## src/rtl/lbrd_pkg.sv

```systemverilog
`timescale 1ns / 1ps
package lbrd_pkg;

	localparam int unsigned ACT_W  = 3;
	localparam int unsigned WORD_W = 32;

	typedef logic [ACT_W-1:0]         action_t;
	typedef logic [WORD_W-1:0]        word_t;
	typedef logic signed [WORD_W-1:0] sword_t;

	// request action codes
	localparam action_t ACT_LOAD    = 3'd0;
	localparam action_t ACT_RAW     = 3'd1;
	localparam action_t ACT_ABS     = 3'd2;
	localparam action_t ACT_BOUNDED = 3'd3;
	localparam action_t ACT_DISCARD = 3'd4;
	localparam action_t ACT_COIN    = 3'd5;

	localparam word_t LCG_MULT         = 32'h015A_4E35;
	localparam word_t LCG_INC          = 32'h0000_0001;
	localparam word_t HIGH_BOUND_LIMIT = 32'h0000_7FFF;
	localparam word_t INT_MIN_PAT      = 32'h8000_0000;
	localparam int unsigned HIGH_SHIFT = 16;

endpackage

```

## src/rtl/lbrd_req_if.sv

```systemverilog
`timescale 1ns / 1ps
interface lbrd_req_if;
	import lbrd_pkg::*;

	logic    valid;
	logic    ready;
	action_t action;
	word_t   operand;

	modport source (output valid, action, operand, input ready);
	modport sink (input valid, action, operand, output ready);
endinterface

```

## src/rtl/lbrd_rsp_if.sv

```systemverilog
`timescale 1ns / 1ps
interface lbrd_rsp_if;
	import lbrd_pkg::*;

	logic   valid;
	logic   ready;
	sword_t draw;
	word_t  state_now;
	logic   coin;

	modport source (output valid, draw, state_now, coin, input ready);
	modport sink (input valid, draw, state_now, coin, output ready);
endinterface

```

## src/rtl/lcg_bounded_random_draw_unit.sv

```systemverilog
`timescale 1ns / 1ps
// Bounded random draw unit on a 32-bit linear congruential generator
// (state = state * 0x015A4E35 + 1 mod 2^32). Each request on req carries an
// action and an operand and yields exactly one result on rsp, in order: draw,
// the generator state after the request, and the coin flag. Requests are
// worked one at a time; a new request is taken as soon as the previous one has
// reached the output register, even while that result still waits for rsp.ready.
// Seed load, unused action codes and bounds of zero or less finish without a
// generator step; raw and abs steps go through the bit-serial shift-and-add
// multiplier, which walks the 25 significant bits of the multiplier constant one
// per cycle; bounded draw and coin flip add the restoring divider that retires
// one remainder bit per cycle over the 32 dividend bits. A discard of N steps
// walks the bits of N, with up to 4 multiplications for each bit, and ends
// with one final multiplication; the multiplier stops early once the remaining
// multiplier bits are all zero.
// The generator state resets to zero.
module lcg_bounded_random_draw_unit (
	input logic       clk,
	input logic       arst_n,
	lbrd_req_if.sink   req,
	lbrd_rsp_if.source rsp
);
	import lbrd_pkg::*;

	localparam int unsigned CNT_W = $clog2(WORD_W + 1);
	localparam logic [CNT_W-1:0] DIV_STEPS = CNT_W'(WORD_W);

	typedef enum logic [3:0] {
		ST_IDLE,   // wait for a request
		ST_STEP,   // single generator step through the multiplier
		ST_DIV,    // remainder of the bounded draw
		ST_J_TOP,  // discard: examine the next count bit
		ST_J_AM,   // discard: acc_mult * cur_mult
		ST_J_AP,   // discard: acc_plus * cur_mult + cur_plus
		ST_J_CP,   // discard: (cur_mult + 1) * cur_plus
		ST_J_CM,   // discard: cur_mult * cur_mult
		ST_J_FIN,  // discard: acc_mult * state + acc_plus
		ST_EMIT    // hand the result to the output register
	} state_t;

	state_t           state_q;
	action_t          act_q;
	word_t            opnd_q;
	word_t            lcg_q;
	// shift-and-add multiplier
	word_t            mul_a_q;
	word_t            mul_b_q;
	word_t            mul_p_q;
	// affine jump accumulators
	word_t            acc_mult_q;
	word_t            acc_plus_q;
	word_t            cur_mult_q;
	word_t            cur_plus_q;
	word_t            jump_n_q;
	// restoring divider
	word_t            div_d_q;
	word_t            rem_q;
	logic [CNT_W-1:0] div_cnt_q;
	logic             neg_q;
	// finished result waiting for the output register
	word_t            res_draw_q;
	logic             res_coin_q;
	// output register
	logic             rsp_valid_q;
	sword_t           rsp_draw_q;
	word_t            rsp_state_q;
	logic             rsp_coin_q;

	logic             mul_state;
	logic             mul_run;
	word_t            mul_next;
	word_t            step_val;
	word_t            step_abs;
	logic             bound_bad;
	logic             small_bound;
	logic [WORD_W:0]  div_trial;
	logic [WORD_W:0]  div_diff;
	logic             div_fit;
	word_t            rem_signed;
	logic             emit_free;

	always_comb begin
		mul_state = (state_q == ST_STEP) || (state_q == ST_J_AM) || (state_q == ST_J_AP) ||
			(state_q == ST_J_CP) || (state_q == ST_J_CM) || (state_q == ST_J_FIN);
		// the multiplier finishes once no multiplier bits remain
		mul_run  = mul_state && (mul_b_q != '0);
		mul_next = mul_p_q + (mul_b_q[0] ? mul_a_q : '0);

		step_val = mul_p_q + LCG_INC;
		// absolute value, the most negative pattern kept as it is
		step_abs = (step_val[WORD_W-1] && (step_val != INT_MIN_PAT)) ? ('0 - step_val) : step_val;

		bound_bad   = (req.operand == '0) || req.operand[WORD_W-1];
		small_bound = (opnd_q <= HIGH_BOUND_LIMIT);

		// one restoring step: bring down the next dividend bit, subtract if it fits
		div_trial  = {rem_q, div_d_q[WORD_W-1]};
		div_diff   = div_trial - {1'b0, opnd_q};
		div_fit    = !div_diff[WORD_W];
		rem_signed = neg_q ? ('0 - rem_q) : rem_q;

		emit_free = !rsp_valid_q || rsp.ready;
	end

	assign req.ready     = (state_q == ST_IDLE);
	assign rsp.valid     = rsp_valid_q;
	assign rsp.draw      = rsp_draw_q;
	assign rsp.state_now = rsp_state_q;
	assign rsp.coin      = rsp_coin_q;

	always_ff @(posedge clk or negedge arst_n) begin
		if (!arst_n) begin
			state_q     <= ST_IDLE;
			act_q       <= ACT_LOAD;
			opnd_q      <= '0;
			lcg_q       <= '0;
			mul_a_q     <= '0;
			mul_b_q     <= '0;
			mul_p_q     <= '0;
			acc_mult_q  <= '0;
			acc_plus_q  <= '0;
			cur_mult_q  <= '0;
			cur_plus_q  <= '0;
			jump_n_q    <= '0;
			div_d_q     <= '0;
			rem_q       <= '0;
			div_cnt_q   <= '0;
			neg_q       <= 1'b0;
			res_draw_q  <= '0;
			res_coin_q  <= 1'b0;
			rsp_valid_q <= 1'b0;
			rsp_draw_q  <= '0;
			rsp_state_q <= '0;
			rsp_coin_q  <= 1'b0;
		end else begin
			// drop the result once taken, unless the next one moves in behind it
			if (rsp_valid_q && rsp.ready && (state_q != ST_EMIT)) begin
				rsp_valid_q <= 1'b0;
			end

			// advance the multiplier by one multiplier bit
			if (mul_run) begin
				mul_p_q <= mul_next;
				mul_a_q <= mul_a_q << 1;
				mul_b_q <= mul_b_q >> 1;
			end

			unique case (state_q)
				ST_IDLE: begin
					if (req.valid) begin
						act_q      <= req.action;
						opnd_q     <= req.operand;
						res_draw_q <= '0;
						res_coin_q <= 1'b0;
						state_q    <= ST_EMIT;
						unique case (req.action) inside
							ACT_LOAD: begin
								lcg_q <= req.operand;
							end
							ACT_RAW, ACT_ABS: begin
								mul_a_q <= lcg_q;
								mul_b_q <= LCG_MULT;
								mul_p_q <= '0;
								state_q <= ST_STEP;
							end
							ACT_BOUNDED, ACT_COIN: begin
								if (bound_bad) begin
									// no step; a coin flip on such a bound comes up true
									res_coin_q <= (req.action == ACT_COIN);
								end else begin
									mul_a_q <= lcg_q;
									mul_b_q <= LCG_MULT;
									mul_p_q <= '0;
									state_q <= ST_STEP;
								end
							end
							ACT_DISCARD: begin
								acc_mult_q <= LCG_INC;
								acc_plus_q <= '0;
								cur_mult_q <= LCG_MULT;
								cur_plus_q <= LCG_INC;
								jump_n_q   <= req.operand;
								state_q    <= ST_J_TOP;
							end
							default: begin
								// unused codes leave everything as it is
							end
						endcase
					end
				end

				ST_STEP: begin
					if (!mul_run) begin
						lcg_q <= step_val;
						unique case (act_q)
							ACT_RAW: begin
								res_draw_q <= step_val;
								state_q    <= ST_EMIT;
							end
							ACT_ABS: begin
								res_draw_q <= step_abs;
								state_q    <= ST_EMIT;
							end
							default: begin
								// bounded draw: divide the magnitude, negate the remainder only for the most negative pattern
								div_d_q   <= small_bound ? (step_abs >> HIGH_SHIFT) : step_abs;
								neg_q     <= (step_abs == INT_MIN_PAT);
								rem_q     <= '0;
								div_cnt_q <= '0;
								state_q   <= ST_DIV;
							end
						endcase
					end
				end

				ST_DIV: begin
					if (div_cnt_q == DIV_STEPS) begin
						res_draw_q <= rem_signed;
						res_coin_q <= (act_q == ACT_COIN) && (rem_q == '0);
						state_q    <= ST_EMIT;
					end else begin
						rem_q     <= div_fit ? div_diff[WORD_W-1:0] : div_trial[WORD_W-1:0];
						div_d_q   <= div_d_q << 1;
						div_cnt_q <= div_cnt_q + 1'b1;
					end
				end

				ST_J_TOP: begin
					mul_p_q <= '0;
					if (jump_n_q == '0) begin
						mul_a_q <= lcg_q;
						mul_b_q <= acc_mult_q;
						state_q <= ST_J_FIN;
					end else if (jump_n_q[0]) begin
						mul_a_q <= cur_mult_q;
						mul_b_q <= acc_mult_q;
						state_q <= ST_J_AM;
					end else begin
						mul_a_q <= cur_plus_q;
						mul_b_q <= cur_mult_q + LCG_INC;
						state_q <= ST_J_CP;
					end
				end

				ST_J_AM: begin
					if (!mul_run) begin
						acc_mult_q <= mul_p_q;
						mul_a_q    <= cur_mult_q;
						mul_b_q    <= acc_plus_q;
						mul_p_q    <= '0;
						state_q    <= ST_J_AP;
					end
				end

				ST_J_AP: begin
					if (!mul_run) begin
						acc_plus_q <= mul_p_q + cur_plus_q;
						mul_a_q    <= cur_plus_q;
						mul_b_q    <= cur_mult_q + LCG_INC;
						mul_p_q    <= '0;
						state_q    <= ST_J_CP;
					end
				end

				ST_J_CP: begin
					if (!mul_run) begin
						cur_plus_q <= mul_p_q;
						mul_a_q    <= cur_mult_q;
						mul_b_q    <= cur_mult_q;
						mul_p_q    <= '0;
						state_q    <= ST_J_CM;
					end
				end

				ST_J_CM: begin
					if (!mul_run) begin
						cur_mult_q <= mul_p_q;
						jump_n_q   <= jump_n_q >> 1;
						state_q    <= ST_J_TOP;
					end
				end

				ST_J_FIN: begin
					if (!mul_run) begin
						lcg_q   <= mul_p_q + acc_plus_q;
						state_q <= ST_EMIT;
					end
				end

				ST_EMIT: begin
					// hold until the output register is free
					if (emit_free) begin
						rsp_valid_q <= 1'b1;
						rsp_draw_q  <= sword_t'(res_draw_q);
						rsp_state_q <= lcg_q;
						rsp_coin_q  <= res_coin_q;
						state_q     <= ST_IDLE;
					end
				end

				default: begin
					state_q <= ST_IDLE;
				end
			endcase
		end
	end

endmodule

```

## src/flat_wrapper.sv

```systemverilog
// flat-port wrapper written by rule: the top's interface ports become plain ports
module lcg_bounded_random_draw_unit_flat import lbrd_pkg::*;
  (clk, arst_n, req_valid, req_action, req_operand, req_ready, rsp_valid, rsp_draw, rsp_state_now, rsp_coin, rsp_ready);
  lbrd_req_if req_i ();
  lbrd_rsp_if rsp_i ();
  input logic clk;
  input logic arst_n;
  input wire logic [$bits(req_i.valid)-1:0] req_valid;
  input wire logic [$bits(req_i.action)-1:0] req_action;
  input wire logic [$bits(req_i.operand)-1:0] req_operand;
  output wire logic [$bits(req_i.ready)-1:0] req_ready;
  output wire logic [$bits(rsp_i.valid)-1:0] rsp_valid;
  output wire logic [$bits(rsp_i.draw)-1:0] rsp_draw;
  output wire logic [$bits(rsp_i.state_now)-1:0] rsp_state_now;
  output wire logic [$bits(rsp_i.coin)-1:0] rsp_coin;
  input wire logic [$bits(rsp_i.ready)-1:0] rsp_ready;
  assign req_i.valid = req_valid;
  assign req_i.action = req_action;
  assign req_i.operand = req_operand;
  assign req_ready = req_i.ready;
  assign rsp_valid = rsp_i.valid;
  assign rsp_draw = rsp_i.draw;
  assign rsp_state_now = rsp_i.state_now;
  assign rsp_coin = rsp_i.coin;
  assign rsp_i.ready = rsp_ready;
  lcg_bounded_random_draw_unit u_core (.clk(clk), .arst_n(arst_n), .req(req_i), .rsp(rsp_i));
endmodule
```

## config.mk

```make
export PLATFORM = sky130hd
export DESIGN_NAME = lcg_bounded_random_draw_unit_flat
export DESIGN_NICKNAME = d
export VERILOG_FILES = /design/src/rtl/lbrd_pkg.sv /design/src/rtl/lbrd_req_if.sv /design/src/rtl/lbrd_rsp_if.sv /design/src/rtl/lcg_bounded_random_draw_unit.sv /design/src/flat_wrapper.sv
export SDC_FILE = /design/constraint.sdc
export NUM_CORES = 2
export LEC_CHECK = 0
export ABC_AREA = 1
export BUFFER_PORTS_ARGS = -buffer_cell sky130_fd_sc_hd__buf_2
export CAP_MARGIN = 10
export CORE_MARGIN = 2
export CORE_UTILIZATION = 46
export CTS_BUF_LIST = sky130_fd_sc_hd__clkbuf_4
export DETAILED_ROUTE_END_ITERATION = 7
export HOLD_SLACK_MARGIN = 0.06
export SYNTH_ARGS = -nofsm -noshare
export SYNTH_HDL_FRONTEND = slang
export SYNTH_SLANG_ARGS = --single-unit
```

## constraint.sdc

```tcl
create_clock -name clk -period 3.5 [get_ports clk]
set_input_delay 0.525 -clock clk [delete_from_list [all_inputs] [get_ports clk]]
set_output_delay 0.525 -clock clk [all_outputs]
set_load 0.01 [all_outputs]
```

# After elaboration in Yosys (flattened, before gate mapping)

Cells that the tools add are included.

Output and inout bits: 67
Register bits after elaboration: 497

Muxes and demuxes: 91
$add $sub $neg: 9
Bitwise operators: 2
Reductions and logical operators: 44
Eq/ne operators: 35
$lt $le $gt $ge: 1

Operators by type and width:

| kind                                                  | number |
|---|---|
| 2-to-1 mux 32 bit                                     | 48 |
| one-hot mux 32 bit (2 select lines)                   | 11 |
| one-hot mux 32 bit (3 select lines)                   | 3 |
| one-hot mux 32 bit (5 select lines)                   | 1 |
| one-hot mux 32 bit (4 select lines)                   | 1 |
| adder 32 bit                                          | 3 |
| zero test 32 bit                                      | 3 |
| adder 32 x 1 -> 32 bit, second input constant         | 2 |
| subtractor 1 x 32 -> 32 bit, first input constant     | 2 |
| 2-to-1 mux 4 bit                                      | 12 |
| one-hot mux 4 bit (10 select lines)                   | 1 |
| subtractor 33 x 32 -> 33 bit                          | 1 |
| equality test 32 bit, second input constant           | 1 |
| <= comparator 32 x 15 -> 1 bit, second input constant | 1 |
| != test 32 bit, second input constant                 | 1 |
| nonzero test 32 bit                                   | 1 |
| AND reduction 4 bit                                   | 5 |
| 2-to-1 mux 6 bit                                      | 3 |
| != test 2 bit, second input constant                  | 9 |
| equality test 4 x 3 -> 1 bit, second input constant   | 4 |
| one-hot mux 4 bit (3 select lines)                    | 1 |
| one-hot mux 6 bit (2 select lines)                    | 1 |
| nonzero test 2 bit                                    | 6 |
| AND reduction 5 bit                                   | 2 |
| other kinds (26)                                      | 59 |

# Longest topological paths before layout

Depth after elaboration: 12
Mapped depth: 20
Mapped depth without buffers: 20

# Worst setup path after synthesis

Ideal clock, no wire load.

Kind: register to register
From: reg u_core.mul_b_q[0]
To: reg u_core.mul_p_q[24]
Data required time: 3.379 ns
Period minus slack after synthesis: 2.812 ns
Data arrival time: 2.690 ns
Setup time: 0.121 ns
Buffers on the path: 2
Setup slack: 0.688 ns
Cell stages (with the launch flop): 20
Cell sequence: dfrtp_1 -> clkbuf_1 -> clkbuf_1 -> nand2_1 -> inv_1 -> ha_1 -> fa_1 -> nand2_1 -> nand2_1 -> o21ai_0 -> o21ai_0 -> a21oi_1 -> o21ai_0 -> nand3_1 -> nand2_1 -> nand2_1 -> nand2_1 -> o21ai_0 -> a21oi_1 -> nor2_1

Cells in the longest elaborated chain, start to end: 7

Ends and longest elaborated chain:

| item                                                     | line                                                                   | RTL |
|---|---|---|
| start, declared                                          | lcg_bounded_random_draw_unit.sv:47                                     | `word_t mul_b_q;` |
| start signal, assigned                                   | lcg_bounded_random_draw_unit.sv:145                                    | `mul_b_q <= mul_b_q >> 1;` |
| start signal, assigned                                   | lcg_bounded_random_draw_unit.sv:232                                    | `mul_b_q <= acc_mult_q;` |
| start signal, assigned                                   | lcg_bounded_random_draw_unit.sv:236                                    | `mul_b_q <= acc_mult_q;` |
| 2-to-1 mux 32 bit or nonzero test 32 bit (tied branches) | lcg_bounded_random_draw_unit.sv:87, lcg_bounded_random_draw_unit.sv:86 |  |
| adder 32 bit or logical AND 1 bit (tied branches)        | lcg_bounded_random_draw_unit.sv:87, lcg_bounded_random_draw_unit.sv:86 |  |
| 2-to-1 mux 32 bit                                        | lcg_bounded_random_draw_unit.sv:142                                    | `if (mul_run) begin` |
| 2-to-1 mux 32 bit                                        | lcg_bounded_random_draw_unit.sv:167                                    | `if (bound_bad) begin` |
| one-hot mux 32 bit (2 select lines)                      | lcg_bounded_random_draw_unit.sv:156                                    | `unique case (req.action) inside` |
| 2-to-1 mux 32 bit                                        | lcg_bounded_random_draw_unit.sv:150                                    | `if (req.valid) begin` |
| one-hot mux 32 bit (3 select lines) (*)                  | lcg_bounded_random_draw_unit.sv:148                                    | `unique case (state_q)` |
| end signal, assigned                                     | lcg_bounded_random_draw_unit.sv:143                                    | `mul_p_q <= mul_next;` |
| end, declared                                            | lcg_bounded_random_draw_unit.sv:48                                     | `word_t mul_p_q;` |

Mark *: on every way between the ends. The rest lies on a longest branch, timed or not.
A chain may end at the register's enable or synchronous reset.

# Final worst setup path

From: reg u_core.mul_p_q[0]
To: reg u_core.neg_q

Cells in the longest elaborated chain, start to end: 5

Ends and longest elaborated chain:

| item                                                                | line                                | RTL |
|---|---|---|
| adder 32 x 1 -> 32 bit (*)                                          | lcg_bounded_random_draw_unit.sv:89  | `step_val = mul_p_q + LCG_INC;` |
| branches (longest 2 deep; another with subtractor 1 x 32 -> 32 bit) | --                                  |  |
| 2-to-1 mux 32 bit (*)                                               | lcg_bounded_random_draw_unit.sv:91  | `step_abs = (step_val[WORD_W-1] && (step_val != INT_MIN_PAT)) ? ('0 - step_val) : step_val;` |
| equality test 32 bit (*)                                            | lcg_bounded_random_draw_unit.sv:207 | `neg_q <= (step_abs == INT_MIN_PAT);` |
| end signal, assigned                                                | lcg_bounded_random_draw_unit.sv:207 |  |
| end, declared                                                       | lcg_bounded_random_draw_unit.sv:59  | `logic neg_q;` |

Mark *: on every way between the ends.

==> impl_metrics.json <==
{
  "avgViaCountPerCell": 5.93,
  "clkSlewWorstSetupHoldPaths_ns": 0.06,
  "ios": 106,
  "tritoncts": "yes",
  "run_status": "finished clean",
  "rsz0062_at_grt": "false",
  "fin_nets": 5616,
  "number_of_warnings_printed_during_yosys_synthesis": 0,
  "synth-seq-area-share_pct": 34.5,
  "hold_path_stages": 4,
  "grt_first_pass_wirelength_um": 240000,
  "worst_path_max_delay_cell": "sky130_fd_sc_hd__dfrtp_1",
  "port-buffer-count": 105,
  "ff2ff_setup_slack_ns": 0.20,
  "core_area_mm2": 0.0776,
  "synth.largest_area_cell": "sky130_fd_sc_hd__dfrtp_1",
  "cp_slowest_stage_delay_ns": 0.35,
  "synth_top_area_share_pct": 34.5,
  "postPlaceCellArea_mm2": 0.0385,
  "die_w_um": 284,
  "hold-path-endpoint": "u_core.opnd_q[30]$_DFFE_PN0P_",
  "synthDistinctLibCells": 62,
  "cts-htree-levels": 4,
  "power.ir.vdd_worst_uv": 824,
  "cells_after_synth": 5217,
  "worst-slew-pin-transition_ns": 1.05,
  "synth_top_flop_cell": "sky130_fd_sc_hd__dfrtp_1",
  "synthArstFlopShare_pct": 100,
  "layout.core_utilization_pct": 52.7,
  "clock_tree.root_cell": "sky130_fd_sc_hd__clkbuf_4",
  "fin_setup_tns_ns": 0,
  "timing.final.ws_setup_ns": 0.201,
  "maximum_fanout_along_the_worst_path": 13,
  "synth.cell_area_mm2": 0.0361,
  "total_nets_after_synthesis": 5390,
  "timing.clock.skew_ns": 0.0863,
  "timing.critical_path.from_type": "register",
  "die_height_um": 284,
  "min_from": "req_operand[30]",
  "worst_r2r_startpoint": "u_core.mul_p_q[0]$_DFF_PN0_",
  "type_of_the_setup_path_with_the_least_slack": "register to register",
  "core.rowCount": 102,
  "post_route_cells_drive_above_1_share_pct": 12.2,
  "grt_overflow": 0,
  "firstDrtPassIters": 7,
  "min_period_over_period_pct": 94.3,
  "finalHoldWorstSlack_ns": 0.362,
  "rr_endpoint": "u_core.neg_q$_DFFE_PN0P_",
  "synth_to_layout_area_growth_pct": 13.2,
  "maxCapViolations": 0,
  "vias": 39135,
  "post-place-ws_ns": 0.303,
  "finalPower_mw": 42.7,
  "wire_per_inst_um": 24.8,
  "slew_headroom_pct": 30.0,
  "layout_min_cycle_time_ns": 3.30,
  "remaining_drc_errors": 0,
  "numCtsBuffers": 148,
  "synth_enable_flop_cells": 0,
  "grt_max_degree": 103,
  "worst_r2r_path_depth": 15,
  "final_number_of_hold_violating_endpoints": 0,
  "path_buf_inv": 3,
  "clock_insertion_delay_worst_skew_ns": 1.08,
  "setup_viol_count_final": 0,
  "track_usage_pct": 40.0,
  "cts_sink_cnt": 497,
  "critPathTopFamily": "simple AND/OR/NAND/NOR gates",
  "timing.critical_path.mode_cell": "sky130_fd_sc_hd__nand2_1",
  "leading_post_synthesis_cells_by_cell_area": "sky130_fd_sc_hd__dfrtp_1, sky130_fd_sc_hd__nand2_1, sky130_fd_sc_hd__o21ai_0",
  "power_density_over_cell_area_mw_per_mm2": 1040,
  "worstPathCellList": "buf_4 -> inv_2 -> nor2_8 -> nand2_1 -> o21ai_1 -> nand2_1 -> buf_4 -> nor2_1 -> nand2_1 -> nor2_1 -> nand2_1 -> nand3b_1 -> a21oi_2 -> nand3_1 -> o21ai_0",
  "crit_required_ns": 4.45,
  "clk_path_buf_depth": 3,
  "worstSetupPathDepth": 15,
  "effective_utilization_at_floorplan_pct": 46.5,
  "grt_pass1_vias": 36288,
  "gp_routability_congestion": 1.00,
  "fp.dieArea_mm2": 0.0807,
  "fmax_mhz": 303,
  "synth.ff_latch_count": 497,
  "initialDrtViolationCount": 5360,
  "number_of_antenna_violations_at_the_first_check_in_global_routing": 9,
  "synth.avg_cell_area_um2": 6.92,
  "stdcell_area_mm2": 0.0409,
  "hold_class": "primary input to register",
  "place_inst": 6293,
  "critical_path.endpoint_type": "register",
  "cp-startpoint": "u_core.mul_p_q[0]$_DFF_PN0_",
  "cts_setup_buffers": 0,
  "final_cells": 6599,
  "timing.critical_path.arrival_ns": 4.25,
  "total_leakage_power_nw": 19.8,
  "routed_wirelength_um": 164000,
  "finalMaxSlewViolations": 0,
  "ant_nets": 0,
  "total_half_perimeter_wirelength_after_legalization_and_detailed_placement_um": 124000
}
-- logic make-up (layout without fill, tap and decap cells) --
group	after synthesis	after routing	synth area share, %
mux	40	40	1.24
other cells	0	9	0
simple gates	2246	2246	26.7
flops	497	497	34.5
fa+ha+maj	134	134	4.73
buf+inv	853	1186	9.20
xor+xnor	105	105	2.55
compound gates	1342	1342	21.1
-- cell usage after synthesis (39+ instances only) --
| cell | count |
|---|---|
| sky130_fd_sc_hd__nand2_1 | 1185 |
| sky130_fd_sc_hd__o21ai_0 | 613 |
| sky130_fd_sc_hd__inv_1 | 593 |
| sky130_fd_sc_hd__dfrtp_1 | 497 |
| sky130_fd_sc_hd__nor2_1 | 422 |
| sky130_fd_sc_hd__nand3_1 | 364 |
| sky130_fd_sc_hd__a21oi_1 | 362 |
| sky130_fd_sc_hd__clkbuf_1 | 167 |
| sky130_fd_sc_hd__ha_1 | 130 |
| sky130_fd_sc_hd__o211ai_1 | 122 |
| sky130_fd_sc_hd__xor2_1 | 68 |
| sky130_fd_sc_hd__nor3_1 | 57 |
| sky130_fd_sc_hd__nand4_1 | 55 |
| sky130_fd_sc_hd__or2_2 | 53 |
| sky130_fd_sc_hd__buf_2 | 52 |
| sky130_fd_sc_hd__a22oi_1 | 41 |
| sky130_fd_sc_hd__mux2_2 | 39 |
-- layout by cell type (no fill, tap or decap), types with 130 or more instances in the layout --
cell | Yosys | layout
sky130_fd_sc_hd__clkbuf_4 | 0 | 207
sky130_fd_sc_hd__nand3_1 | 364 | 364
sky130_fd_sc_hd__inv_1 | 593 | 593
sky130_fd_sc_hd__buf_4 | 9 | 158
sky130_fd_sc_hd__o21ai_0 | 613 | 611
sky130_fd_sc_hd__ha_1 | 130 | 130
sky130_fd_sc_hd__nand2_1 | 1185 | 1184
sky130_fd_sc_hd__dfrtp_1 | 497 | 496
sky130_fd_sc_hd__nor2_1 | 422 | 412
sky130_fd_sc_hd__a21oi_1 | 362 | 360
-- worst max path at each step --
stage | end | slack (ns)
finish | u_core.neg_q$_DFFE_PN0P_ | 0.20
global route | u_core.rem_q[8]$_DFFE_PN0P_ | 0.07
CTS | req_ready | 0.26
detailed placement | u_core.mul_p_q[24]$_DFF_PN0_ | 0.30
global placement | u_core.mul_p_q[24]$_DFF_PN0_ | 0.40
floorplan | u_core.mul_p_q[24]$_DFF_PN0_ | 0.69
-- worst register-to-register path: cells and delay by family (launching register included) --
kind                   cells  cell delay (ns)
and+or+nand+nor            9             1.57
DFF                        1             0.35
AOI/OAI and AO/OA          3             0.58
buffers and inverters      3             0.75
-- timing repair --
| item | CTS | global route |
|---|---|---|
| resized for setup | 0 | 3 |
| hold buffers | 40 | 0 |
| hold endpoints to repair | 456 | 0 |
| setup endpoints to repair | 0 | 7 |
-- layer usage --
layer  vias to the layer above  track usage, %  part of all wire (%)
met3                       309            12.8                    13
met1                     18476            58.9                    44
met5                         -            1.01                  0.11
li1                      18054               -                     -
met4                        12            15.0                   3.7
met2                      2284            53.8                    39
-- power breakdown --
group	total, mW	internal [mW]	switching [mW]
Combinational	25.4	7.88	17.5
Clock	6.00	3.11	2.89
Sequential	11.3	8.19	3.08
Total	42.7	19.2	23.5
-- layout make-up --
type	instances	area [µm²]
Sequential cell	497	12400
Timing Repair Buffer	318	2420
Multi-Input combinational cell	3867	20500
Inverter	611	2300
Clock inverter	50	369
Fill cell	8042	36700
Antenna cell	9	22.5
Clock buffer	207	1550
Tap cell	1040	1300
Power figures use the tool's default switching activity.
